--- config.mk ---
export PLATFORM = sky130hd
export DESIGN_NAME = lph_hash
export DESIGN_NICKNAME = d
export VERILOG_FILES = /design/src/sv/linear_probe_hash_table_assert.svh /design/src/sv/lph_pkg.sv /design/src/sv/lph_hash.sv
export SDC_FILE = /design/constraint.sdc
export NUM_CORES = 2
export LEC_CHECK = 0
export ABC_AREA = 1
export BUFFER_PORTS_ARGS = -buffer_cell sky130_fd_sc_hd__buf_4
export CAP_MARGIN = 20
export CORE_MARGIN = 2
export CORE_UTILIZATION = 50
export CTS_CLUSTER_DIAMETER = 30
export DETAILED_ROUTE_END_ITERATION = 10
export GPL_TIMING_DRIVEN = 0
export PLACE_DENSITY = 0.67
export SKIP_LAST_GASP = 1
export SYNTH_ARGS = -nofsm -noshare
export SYNTH_HDL_FRONTEND = slang
export SYNTH_SLANG_ARGS = --single-unit
--- constraint.sdc ---
create_clock -name clk -period 12.2 [get_ports clk]
set_input_delay 0.61 -clock clk [delete_from_list [all_inputs] [get_ports clk]]
set_output_delay 0.61 -clock clk [all_outputs]
set_load 0.005 [all_outputs]
--- src/sv/linear_probe_hash_table_assert.svh ---
// Assertion macros for the hash table block.
`ifndef LINEAR_PROBE_HASH_TABLE_ASSERT_SVH
`define LINEAR_PROBE_HASH_TABLE_ASSERT_SVH
`ifndef SYNTHESIS
`define LPH_ASSERT_IMP(lbl, ante, cons) \
  lbl: assert property (@(posedge clk) disable iff (!rst_n) (ante) |-> (cons)) \
    else $error("lph assertion failed");
`define LPH_ASSERT_NXT(lbl, ante, cons) \
  lbl: assert property (@(posedge clk) disable iff (!rst_n) (ante) |=> (cons)) \
    else $error("lph assertion failed");
`else
`define LPH_ASSERT_IMP(lbl, ante, cons)
`define LPH_ASSERT_NXT(lbl, ante, cons)
`endif
`endif

--- src/sv/lph_pkg.sv ---
// Types, constants and key helpers shared by the hash table modules.
package lph_pkg;

  localparam logic [63:0] K0 = 64'ha0761d6478bd642f;
  localparam logic [63:0] K1 = 64'he7037ed1a0b428db;
  localparam logic [63:0] K2 = 64'h8ebc6af09c88c6e3;
  localparam logic [63:0] K3 = 64'h589965cc75374cc3;
  localparam logic [63:0] K4 = 64'h1d8e4e27c47d124f;

  typedef enum logic [1:0] {CMD_GET, CMD_SET, CMD_DEL, CMD_CLR} cmd_t;
  typedef enum logic [1:0] {RS_OK, RS_MISS, RS_FULL, RS_ZLEN} res_t;
  typedef enum logic [1:0] {ST_EMPTY, ST_TOMB, ST_LIVE, ST_RSVD} slot_st_t;

  typedef enum logic [2:0] {
    T_CLEAR, T_IDLE, T_HASH, T_RD, T_CHK, T_FIN
  } tbl_state_t;

  typedef enum logic {H_IDLE, H_RUN} hsh_state_t;

  // multiply steps of the short-key mix
  typedef enum logic [2:0] {
    HOP_A, HOP_B, HOP_MIX, HOP_S0, HOP_S1, HOP_S2
  } hop_t;

  typedef struct packed {
    slot_st_t    st;
    logic [63:0] key;
    logic [3:0]  len;
    logic [63:0] val;
  } entry_t;

  typedef struct packed {
    logic [63:0] a;
    logic [63:0] b;
  } hab_t;

  function automatic logic [63:0] mul_const(input hop_t op);
    logic [63:0] k;
    case (op)
      HOP_A:   k = K0;
      HOP_B:   k = K1;
      HOP_MIX: k = K0;
      HOP_S0:  k = K0;
      HOP_S1:  k = K1;
      HOP_S2:  k = K4;
      default: k = K0;
    endcase
    return k;
  endfunction

  function automatic logic [31:0] word4_at(input logic [63:0] k, input logic [2:0] off);
    logic [63:0] s;
    s = k >> {off, 3'b000};
    return s[31:0];
  endfunction

  function automatic logic [7:0] byte_at(input logic [63:0] k, input logic [2:0] off);
    logic [63:0] s;
    s = k >> {off, 3'b000};
    return s[7:0];
  endfunction

  // key already masked, len 1..8
  function automatic hab_t key_ab(input logic [63:0] k, input logic [3:0] len);
    hab_t r;
    logic [2:0] off;
    logic [2:0] lm4;
    logic [2:0] lm1;
    off = (len >= 4'd8) ? 3'd4 : 3'd0;
    lm4 = 3'(len - 4'd4);
    lm1 = 3'(len - 4'd1);
    if (len >= 4'd4) begin
      r.a = {word4_at(k, 3'd0), word4_at(k, off)};
      r.b = {word4_at(k, lm4), word4_at(k, 3'(lm4 - off))};
    end else begin
      r.a = {40'd0, byte_at(k, 3'd0), byte_at(k, len[3:1]), byte_at(k, lm1)};
      r.b = 64'd0;
    end
    return r;
  endfunction

endpackage

--- src/sv/lph_hash.sv ---
// Key hash: one 32x32 multiplier reused for six 64-bit multiplies.
module lph_hash (
  input  logic        clk,
  input  logic        rst_n,
  input  logic        start,
  input  logic [63:0] a,
  input  logic [63:0] b,
  output logic        done,
  output logic [63:0] hash
);

  lph_pkg::hsh_state_t state_r, state_nxt;
  lph_pkg::hop_t       op_r, op_nxt;
  logic [1:0]          ph_r, ph_nxt;
  logic [63:0]         opnd_r, opnd_nxt;
  logic [63:0]         acc_r, acc_nxt;
  logic [63:0]         ra_r, ra_nxt;
  logic [63:0]         b_r, b_nxt;
  logic [63:0]         hash_r, hash_nxt;
  logic                done_r, done_nxt;
  logic [63:0]         k;
  logic [31:0]         mx, my;
  logic [63:0]         prod;
  logic [63:0]         m;

  // low 64 bits of opnd*k from three partial products
  always_comb begin
    k    = lph_pkg::mul_const(op_r);
    mx   = (ph_r == 2'd2) ? opnd_r[63:32] : opnd_r[31:0];
    my   = (ph_r == 2'd1) ? k[63:32] : k[31:0];
    prod = mx * my;
    m    = (ph_r == 2'd0) ? prod : acc_r + {prod[31:0], 32'd0};
  end

  always_comb begin
    state_nxt = state_r;
    case (state_r)
      lph_pkg::H_IDLE: if (start) state_nxt = lph_pkg::H_RUN;
      lph_pkg::H_RUN:  if (ph_r == 2'd2 && op_r == lph_pkg::HOP_S2) state_nxt = lph_pkg::H_IDLE;
      default:         state_nxt = lph_pkg::H_IDLE;
    endcase
  end

  always_comb begin
    op_nxt   = op_r;
    ph_nxt   = ph_r;
    opnd_nxt = opnd_r;
    acc_nxt  = acc_r;
    ra_nxt   = ra_r;
    b_nxt    = b_r;
    hash_nxt = hash_r;
    done_nxt = 1'b0;
    case (state_r)
      lph_pkg::H_IDLE: begin
        op_nxt   = lph_pkg::HOP_A;
        ph_nxt   = 2'd0;
        opnd_nxt = a ^ lph_pkg::K2;
        b_nxt    = b ^ lph_pkg::K3;
      end
      lph_pkg::H_RUN: begin
        acc_nxt = m;
        if (ph_r != 2'd2) begin
          ph_nxt = ph_r + 2'd1;
        end else begin
          ph_nxt = 2'd0;
          op_nxt = lph_pkg::hop_t'(op_r + 3'd1);
          case (op_r)
            lph_pkg::HOP_A: begin
              ra_nxt   = m;
              opnd_nxt = b_r;
            end
            lph_pkg::HOP_B:   opnd_nxt = {ra_r[31:0], ra_r[63:32]} ^ m;
            lph_pkg::HOP_MIX: opnd_nxt = m;
            lph_pkg::HOP_S2: begin
              hash_nxt = m ^ {32'd0, m[63:32]};
              done_nxt = 1'b1;
            end
            default:          opnd_nxt = m ^ {32'd0, m[63:32]};
          endcase
        end
      end
      default: ;
    endcase
  end

  always_ff @(posedge clk) begin
    if (!rst_n) begin
      state_r <= lph_pkg::H_IDLE;
      done_r  <= 1'b0;
      op_r    <= lph_pkg::HOP_A;
      ph_r    <= 2'd0;
    end else begin
      state_r <= state_nxt;
      done_r  <= done_nxt;
      op_r    <= op_nxt;
      ph_r    <= ph_nxt;
    end
    opnd_r <= opnd_nxt;
    acc_r  <= acc_nxt;
    ra_r   <= ra_nxt;
    b_r    <= b_nxt;
    hash_r <= hash_nxt;
  end

  assign done = done_r;
  assign hash = hash_r;

endmodule

# [Yosys cells after proc, flatten, opt, wreduce, memory -nomap -nowiden]
# Cells that the tools add are included.
[totals] reg_bits=327 inputBits=131 elab_cells=52
[op_classes] n_addsub=3 multipliers=1 n_eq_ne=9 n_mux=15 bitwise=7 n_reduce_logical=8
[ops] op="$pmux W64 S2" n=2
[ops] op="$pmux W64 S4" n=1
[ops] op="$mux W64" n=2
[ops] op="$add A64 B64 Y64" n=1
[ops] op="$mul A32 B32 Y64" n=1
[ops] op="$mux W32" n=2
[ops] op="$not A32 Y32" n=2
[ops] op="$xor A64 B32 Y64" n=1
[ops] op="$xor A64 B64 Y64" n=1
[ops] op="$eq A3 B3 Y1 const B" n=2
[ops] op="$ne A2 B2 Y1 const B" n=3
[ops] op="$pmux W3 S2" n=1
[ops] op="$reduce_and A3 Y1" n=2
[ops] op="$pmux W2 S2" n=1
[ops] op="$add A3 B1 Y3 const B" n=1
[ops] op="$eq A3 B1 Y1 const B" n=1
[ops] op="$eq A3 B2 Y1 const B" n=1
[ops] op="$logic_not A3 Y1" n=1
[ops] op="$mux W1" n=3
[ops] op="$mux W3" n=1
[ops] op="$not A1 Y1" n=3
[ops] op="$reduce_or A3 Y1" n=1
[ops] op="$add A2 B1 Y2 const B" n=1
[ops] op="$eq A2 B1 Y1 const B" n=1
[ops] op="other kinds (7)" n=7

# [Logic depth before layout (Yosys ltp)]
[depth] ltp_word=11 ltp_mapped=53

# [Worst setup path after synthesis]
# OpenSTA, ideal clock, no wires.
[synth_path] kind="flip-flop to flip-flop" startpoint="register ph_r[0]" endpoint="register opnd_r[62], data pin" setup_ps=249 arrival_time_ps=8626 slack_ps=3324 stages_incl_launch_ff=48 path_buffers=3 period_less_slack_ps=8876 path_cell_list="dfxtp_1 > inv_1 > ha_1 > clkbuf_1 > buf_2 > buf_2 > o21ai_1 > inv_1 > nor2_1 > inv_1 > fa_1 > inv_1 > fa_1 > fa_1 > inv_1 > fa_1 > inv_1 > fa_1 > [12 not listed] > xnor2_1 > inv_1 > ha_1 > a21o_1 > a21oi_1 > inv_1 > a21oi_1 > inv_1 > a21oi_1 > nand2_1 > nand2_1 > nand3_1 > nand2_2 > inv_2 > nand2_1 > nand3_1 > nand2_1 > inv_1"
[synth_between] elab_chain_cells=9 elab_cells_between_ends=13 classes_between="add/sub (1); mul (1); eq/ne (2); mux (6); bitwise (2); reduce/logical (1)"
[synth_rtl] element="from (decl)" line_no="lph_hash.sv:14" rtl="logic [1:0] ph_r, ph_nxt;"
[synth_rtl] element="from (signal assigned)" line_no="lph_hash.sv:96" rtl="ph_r <= ph_nxt;"
[synth_rtl] element="$eq A2 B2 Y1 or $eq A2 B1 Y1 (tied branches)" line_no="lph_hash.sv:29, lph_hash.sv:30"
[synth_rtl] element="$mux W32, on equally long branches" line_no="lph_hash.sv:29, lph_hash.sv:30"
[synth_rtl] element="$mul A32 B32 Y64" line_no="lph_hash.sv:31" rtl="prod = mx * my;"
[synth_rtl] element="$add A64 B64 Y64" line_no="lph_hash.sv:32" rtl="m = (ph_r == 2'd0) ? prod : acc_r + {prod[31:0], 32'd0};"
[synth_rtl] element="$mux W64 (*)" line_no="lph_hash.sv:32"
[synth_rtl] element="named net m[62]" line_no="lph_hash.sv:24" rtl="logic [63:0] m;"
[synth_rtl] element="$xor A64 B32 Y64 or $xor A64 B64 Y64 (tied branches)" line_no="lph_hash.sv:78, lph_hash.sv:72"
[synth_rtl] element="$pmux W64 S4 (*)" line_no="lph_hash.sv:67" rtl="case (op_r)"
[synth_rtl] element="$mux W64 (*)" line_no="lph_hash.sv:62" rtl="if (ph_r != 2'd2) begin"
[synth_rtl] element="$pmux W64 S2 (*)" line_no="lph_hash.sv:53" rtl="case (state_r)"
[synth_rtl] element="named net opnd_nxt[62]" line_no="lph_hash.sv:15" rtl="logic [63:0] opnd_r, opnd_nxt;"
[synth_rtl] element="to (signal assigned)" line_no="lph_hash.sv:98" rtl="opnd_r <= opnd_nxt;"
[synth_rtl] element="to (decl)" line_no="lph_hash.sv:15"
# Mark *: on every way through the listed nets, which the timed path passes. The rest lies on a longest branch. The select of a mux whose other input is x is not followed.
# A chain may end at the register's enable or synchronous reset.

# [Worst setup path after layout]
[layout_path] startpoint="register ph_r[1]" endpoint="register opnd_r[28], data pin"
[layout_between] elab_chain_cells=9 elab_cells_between_ends=13 classes_between="add/sub (1); mul (1); eq/ne (2); mux (6); bitwise (2); reduce/logical (1)"
[layout_rtl] element="$eq A2 B2 Y1 or $eq A2 B1 Y1 (tied branches)" line_no="lph_hash.sv:29, lph_hash.sv:30"
[layout_rtl] element="$mux W32, on equally long branches" line_no="lph_hash.sv:29, lph_hash.sv:30"
[layout_rtl] element="$mul A32 B32 Y64" line_no="lph_hash.sv:31"
[layout_rtl] element="$add A64 B64 Y64" line_no="lph_hash.sv:32"
[layout_rtl] element="$mux W64 (*)" line_no="lph_hash.sv:32"
[layout_rtl] element="$xor A64 B32 Y64" line_no="lph_hash.sv:78" rtl="default: opnd_nxt = m ^ {32'd0, m[63:32]};"
[layout_rtl] element="$pmux W64 S4 (*)" line_no="lph_hash.sv:67"
[layout_rtl] element="$mux W64 (*)" line_no="lph_hash.sv:62"
[layout_rtl] element="$pmux W64 S2 (*)" line_no="lph_hash.sv:53"
[layout_rtl] element="named net opnd_nxt[28]" line_no="lph_hash.sv:15"
# Marks and branches as above.

==> tab_implementation.tex <==
\begin{tabular}{lr}
\hline
Metric & Value \\
\hline
\multicolumn{2}{l}{\textbf{Floorplanning}} \\
Row count & 115 \\
Initial core utilization & 50.5\% \\
Io pins & 196 \\
Core region area & 0.0986 mm2 \\
Die extent in x & 319 um \\
Die area & 0.102 mm2 \\
Y dimension of the die & 319 um \\
\multicolumn{2}{l}{\textbf{Yosys}} \\
Synth area leaders & sky130\_fd\_sc\_hd\_\_fa\_1, sky130\_fd\_sc\_hd\_\_edfxtp\_1, sky130\_fd\_sc\_hd\_\_inv\_1 \\
Largest area contributor in the netlist & sky130\_fd\_sc\_hd\_\_fa\_1 \\
Count of flip-flops with a built-in enable after synthesis & 320 \\
Warnings from Yosys & 0 \\
Number of distinct library cells after synthesis & 47 \\
Main synth FF type & sky130\_fd\_sc\_hd\_\_edfxtp\_1 \\
Cells after synthesis & 5957 \\
Syn Area/Cell & 8.35 um2 \\
Total of flip-flops plus latches after synthesis & 327 \\
Ys async rst share & 0\% \\
Post-synthesis sequential area ratio & 19.6\% \\
Net count after synthesis & 7289 \\
Synth Cell Area & 0.0497 mm2 \\
Area fraction of the dominant cell type after synthesis & 34.8\% \\
\multicolumn{2}{l}{\textbf{CTS}} \\
Clock-pin slew of the registers on the worst-case setup and hold paths & 0.07 ns \\
Worst skew pair latency & 0.58 ns \\
CTS Hold Bufs & 0 \\
CTS root buffer & sky130\_fd\_sc\_hd\_\_clkbuf\_16 \\
Clock Path Buffers & 3 \\
CTS tree & done \\
Level count of the clock H-tree & 2 \\
Clock Sink Count & 327 \\
Cts bufs inserted & 41 \\
\multicolumn{2}{l}{\textbf{Route}} \\
Total DRC errors in the routed layout & 0 \\
Vias per std cell & 5.67 \\
Antenna viol nets, final & 0 \\
Wire length reported by the detailed router & 218000 um \\
Routed wl met3 & 19400 um \\
Detail-routed net length per standard cell & 28.7 um \\
First-pass DRT Iterations & 7 \\
Total met2 wirelength after detailed routing & 102000 um \\
Drt first-iter violations & 4105 \\
Number of vias in the routed layout & 42999 \\
WL met1 & 77700 um \\
Highest metal layer used by the detailed router & met5 \\
\multicolumn{2}{l}{\textbf{Setup path}} \\
Required time of the critical path & 12.53 ns \\
CP max-delay cell & sky130\_fd\_sc\_hd\_\_ha\_1 \\
Crit-path max FO & 10 \\
Data arrival time of the worst path & 12.30 ns \\
Worst Reg-to-Reg Cells & 40 \\
Kind of capture point of the worst setup path & register \\
Most common cell type on the critical path & sky130\_fd\_sc\_hd\_\_nand2\_1 \\
Slowest Stage Delay on Critical Path & 0.78 ns \\
Reg-to-reg slack, setup & 0.23 ns \\
Class of the most critical setup path & register to register \\
Kind of launch point of the worst setup path & register \\
\multicolumn{2}{l}{\textbf{Run}} \\
Maxcap violations & 0 \\
\multicolumn{2}{l}{\textbf{Global route}} \\
Antenna violations before repair & 12 \\
Overflow after GRT & 0 \\
Global-route usage over all layers & 43.0\% \\
Wire length of the first global-routing pass & 309000 um \\
Largest net degree at the start of global routing & 66 \\
Via count of the first global-routing pass & 44469 \\
\multicolumn{2}{l}{\textbf{Timing}} \\
Unrepaired setup endpoints after global routing & true \\
Achievable clock frequency & 83.6 MHz \\
Crit share post-route & 98.1\% \\
Fin. max-slew vios & 0 \\
Slew at the pin closest to its max-slew limit & 1.28 ns \\
Minimum clock period after layout & 11.97 ns \\
Total count of hold-check failures in the final report & 0 \\
Worst setup skew after layout & 0.0376 ns \\
Total Neg Setup Slack & 0 ns \\
Slew HR & 14.5\% \\
Worst-case hold slack & 0.199 ns \\
Count of endpoints failing setup in the final report & 0 \\
\multicolumn{2}{l}{\textbf{Place}} \\
Count of input and output buffers & 195 \\
Global placer's final weighted congestion & 1.06 \\
Final HPWL DP & 187000 um \\
\multicolumn{2}{l}{\textbf{Final layout}} \\
Multi-input combinational cell area & 0.0338 mm2 \\
Layout Utilization & 55.9\% \\
Share of post-route cells with drive strength above 1 & 8.36\% \\
Number of filler cells placed in the layout & 9406 \\
Reg area & 0.00975 mm2 \\
Final layout net count & 7581 \\
Area Overhead vs Synth & 10.7\% \\
\multicolumn{2}{l}{\textbf{Outcome}} \\
Status & completed \\
\multicolumn{2}{l}{\textbf{Min path}} \\
Hold Path Depth & 1 \\
Tightest Hold Check Type & input pin to register \\
\hline
\end{tabular}
==> cells in the final DEF (no fill, tap or decap), types with 41 or more instances in the layout <==
master	netlist	layout
sky130_fd_sc_hd__edfxtp_1	320	320
sky130_fd_sc_hd__nor2_1	617	614
sky130_fd_sc_hd__nand3_1	277	277
sky130_fd_sc_hd__nand2_1	1219	1219
sky130_fd_sc_hd__inv_1	1440	1438
sky130_fd_sc_hd__ha_1	336	335
sky130_fd_sc_hd__buf_4	3	215
sky130_fd_sc_hd__clkbuf_16	0	41
sky130_fd_sc_hd__clkbuf_1	136	128
sky130_fd_sc_hd__o21ai_0	142	128
sky130_fd_sc_hd__fa_1	865	865
sky130_fd_sc_hd__a21oi_1	184	184
sky130_fd_sc_hd__or2_2	49	49
==> final cells by class <==
type                       instances  share of cell area (%)
antenna                           11                  0.0500
buffer                           173                    1.27
clock buffer                      44                    1.88
clock inverter                    32                   0.607
inverter                        1481                    10.1
multi-input combinational       3973                    61.5
sequential                       327                    17.7
tap                             1287                    2.92
timing repair buffer             252                    3.97
==> through the flow <==
step	cells	instance area (um2)	worst slack (ns)
after floorplan	5957	49700	3.32
after global placement	7439	52800	-1.00
after detailed placement	7486	53500	-0.448
after CTS	7560	54900	-0.0443
after global routing	7573	55000	-0.0457
final	7580	55100	0.232
==> path summary, 6_finish.rpt <==
path / endpoint / from
worst max register to register: opnd_r[28] / ph_r[1]
worst max-delay path: opnd_r[28] / ph_r[1]
worst min-delay path: b_r[13] / b[13]
worst min register to register: ph_r[0] / ph_r[0]
==> critical path: cells and delay by family (launching register included) <==
kind	cells	cell delay [ns]
fa+ha+maj	12	6.30
simple gates	16	2.31
buf+inv	9	1.83
compound gates	3	0.89
flops	1	0.34
==> Yosys cell counts, types with 4 or more instances <==
| cell | n |
|---|---|
| sky130_fd_sc_hd__inv_2 | 28 |
| sky130_fd_sc_hd__edfxtp_1 | 320 |
| sky130_fd_sc_hd__a22oi_1 | 6 |
| sky130_fd_sc_hd__o21ai_2 | 7 |
| sky130_fd_sc_hd__nand4_1 | 33 |
| sky130_fd_sc_hd__dfxtp_1 | 7 |
| sky130_fd_sc_hd__o21ai_0 | 142 |
| sky130_fd_sc_hd__a31oi_1 | 7 |
| sky130_fd_sc_hd__nand3b_1 | 31 |
| sky130_fd_sc_hd__inv_1 | 1440 |
| sky130_fd_sc_hd__or2_2 | 49 |
| sky130_fd_sc_hd__o21ai_1 | 37 |
| sky130_fd_sc_hd__nor4_1 | 5 |
| sky130_fd_sc_hd__clkinv_1 | 13 |
| sky130_fd_sc_hd__nand2_2 | 22 |
| sky130_fd_sc_hd__buf_1 | 16 |
| sky130_fd_sc_hd__nand3_1 | 277 |
| sky130_fd_sc_hd__o21a_1 | 7 |
| sky130_fd_sc_hd__buf_2 | 21 |
| sky130_fd_sc_hd__nor3_1 | 26 |
| sky130_fd_sc_hd__a21o_1 | 13 |
| sky130_fd_sc_hd__nor2_1 | 617 |
| sky130_fd_sc_hd__xor2_1 | 15 |
| sky130_fd_sc_hd__nor2_2 | 9 |
| sky130_fd_sc_hd__fa_1 | 865 |
| sky130_fd_sc_hd__nand2_1 | 1219 |
| sky130_fd_sc_hd__or2_1 | 4 |
| sky130_fd_sc_hd__a21oi_2 | 5 |
| sky130_fd_sc_hd__o21bai_1 | 12 |
| sky130_fd_sc_hd__clkbuf_1 | 136 |
| sky130_fd_sc_hd__nand3_2 | 17 |
| sky130_fd_sc_hd__a21oi_1 | 184 |
| sky130_fd_sc_hd__ha_1 | 336 |
| sky130_fd_sc_hd__xnor2_1 | 9 |
==> sequential cells by signal (all words and copies together), names as in the netlist <==
register,cells
acc_r,64
b_r,64
done,1
hash,64
op_r,3
opnd_r,64
ph_r,2
ra_r,64
state_r,1
==> metal layers <==
metal / GRT usage, % / vias up
li1: - / 18519
met1: 51.0 / 21289
met2: 71.5 / 2467
met3: 8.38 / 720
met4: 28.4 / 4
met5: 0 / -
==> logic make-up after synthesis <==
kind of cell / after synthesis / synth area share, %
and+or+nand+nor: 2313 / 19.3
adders and majority gates: 1201 / 43.3
xor gates and xnor gates: 26 / 0.488
DFF: 327 / 19.6
AOI/OAI and AO/OA: 433 / 4.77
buffers and inverters: 1657 / 12.6
==> what timing repair did <==
action / 4_1_cts / 5_1_grt
pin swaps: 0 / 1
buffers inserted: 0 / 10
setup endpoints to repair: 64 / 72
gates resized for setup: 2 / 28
Power is not shown: default switching activity piles up to over one toggle a cycle in this logic, so the estimate is an artifact.
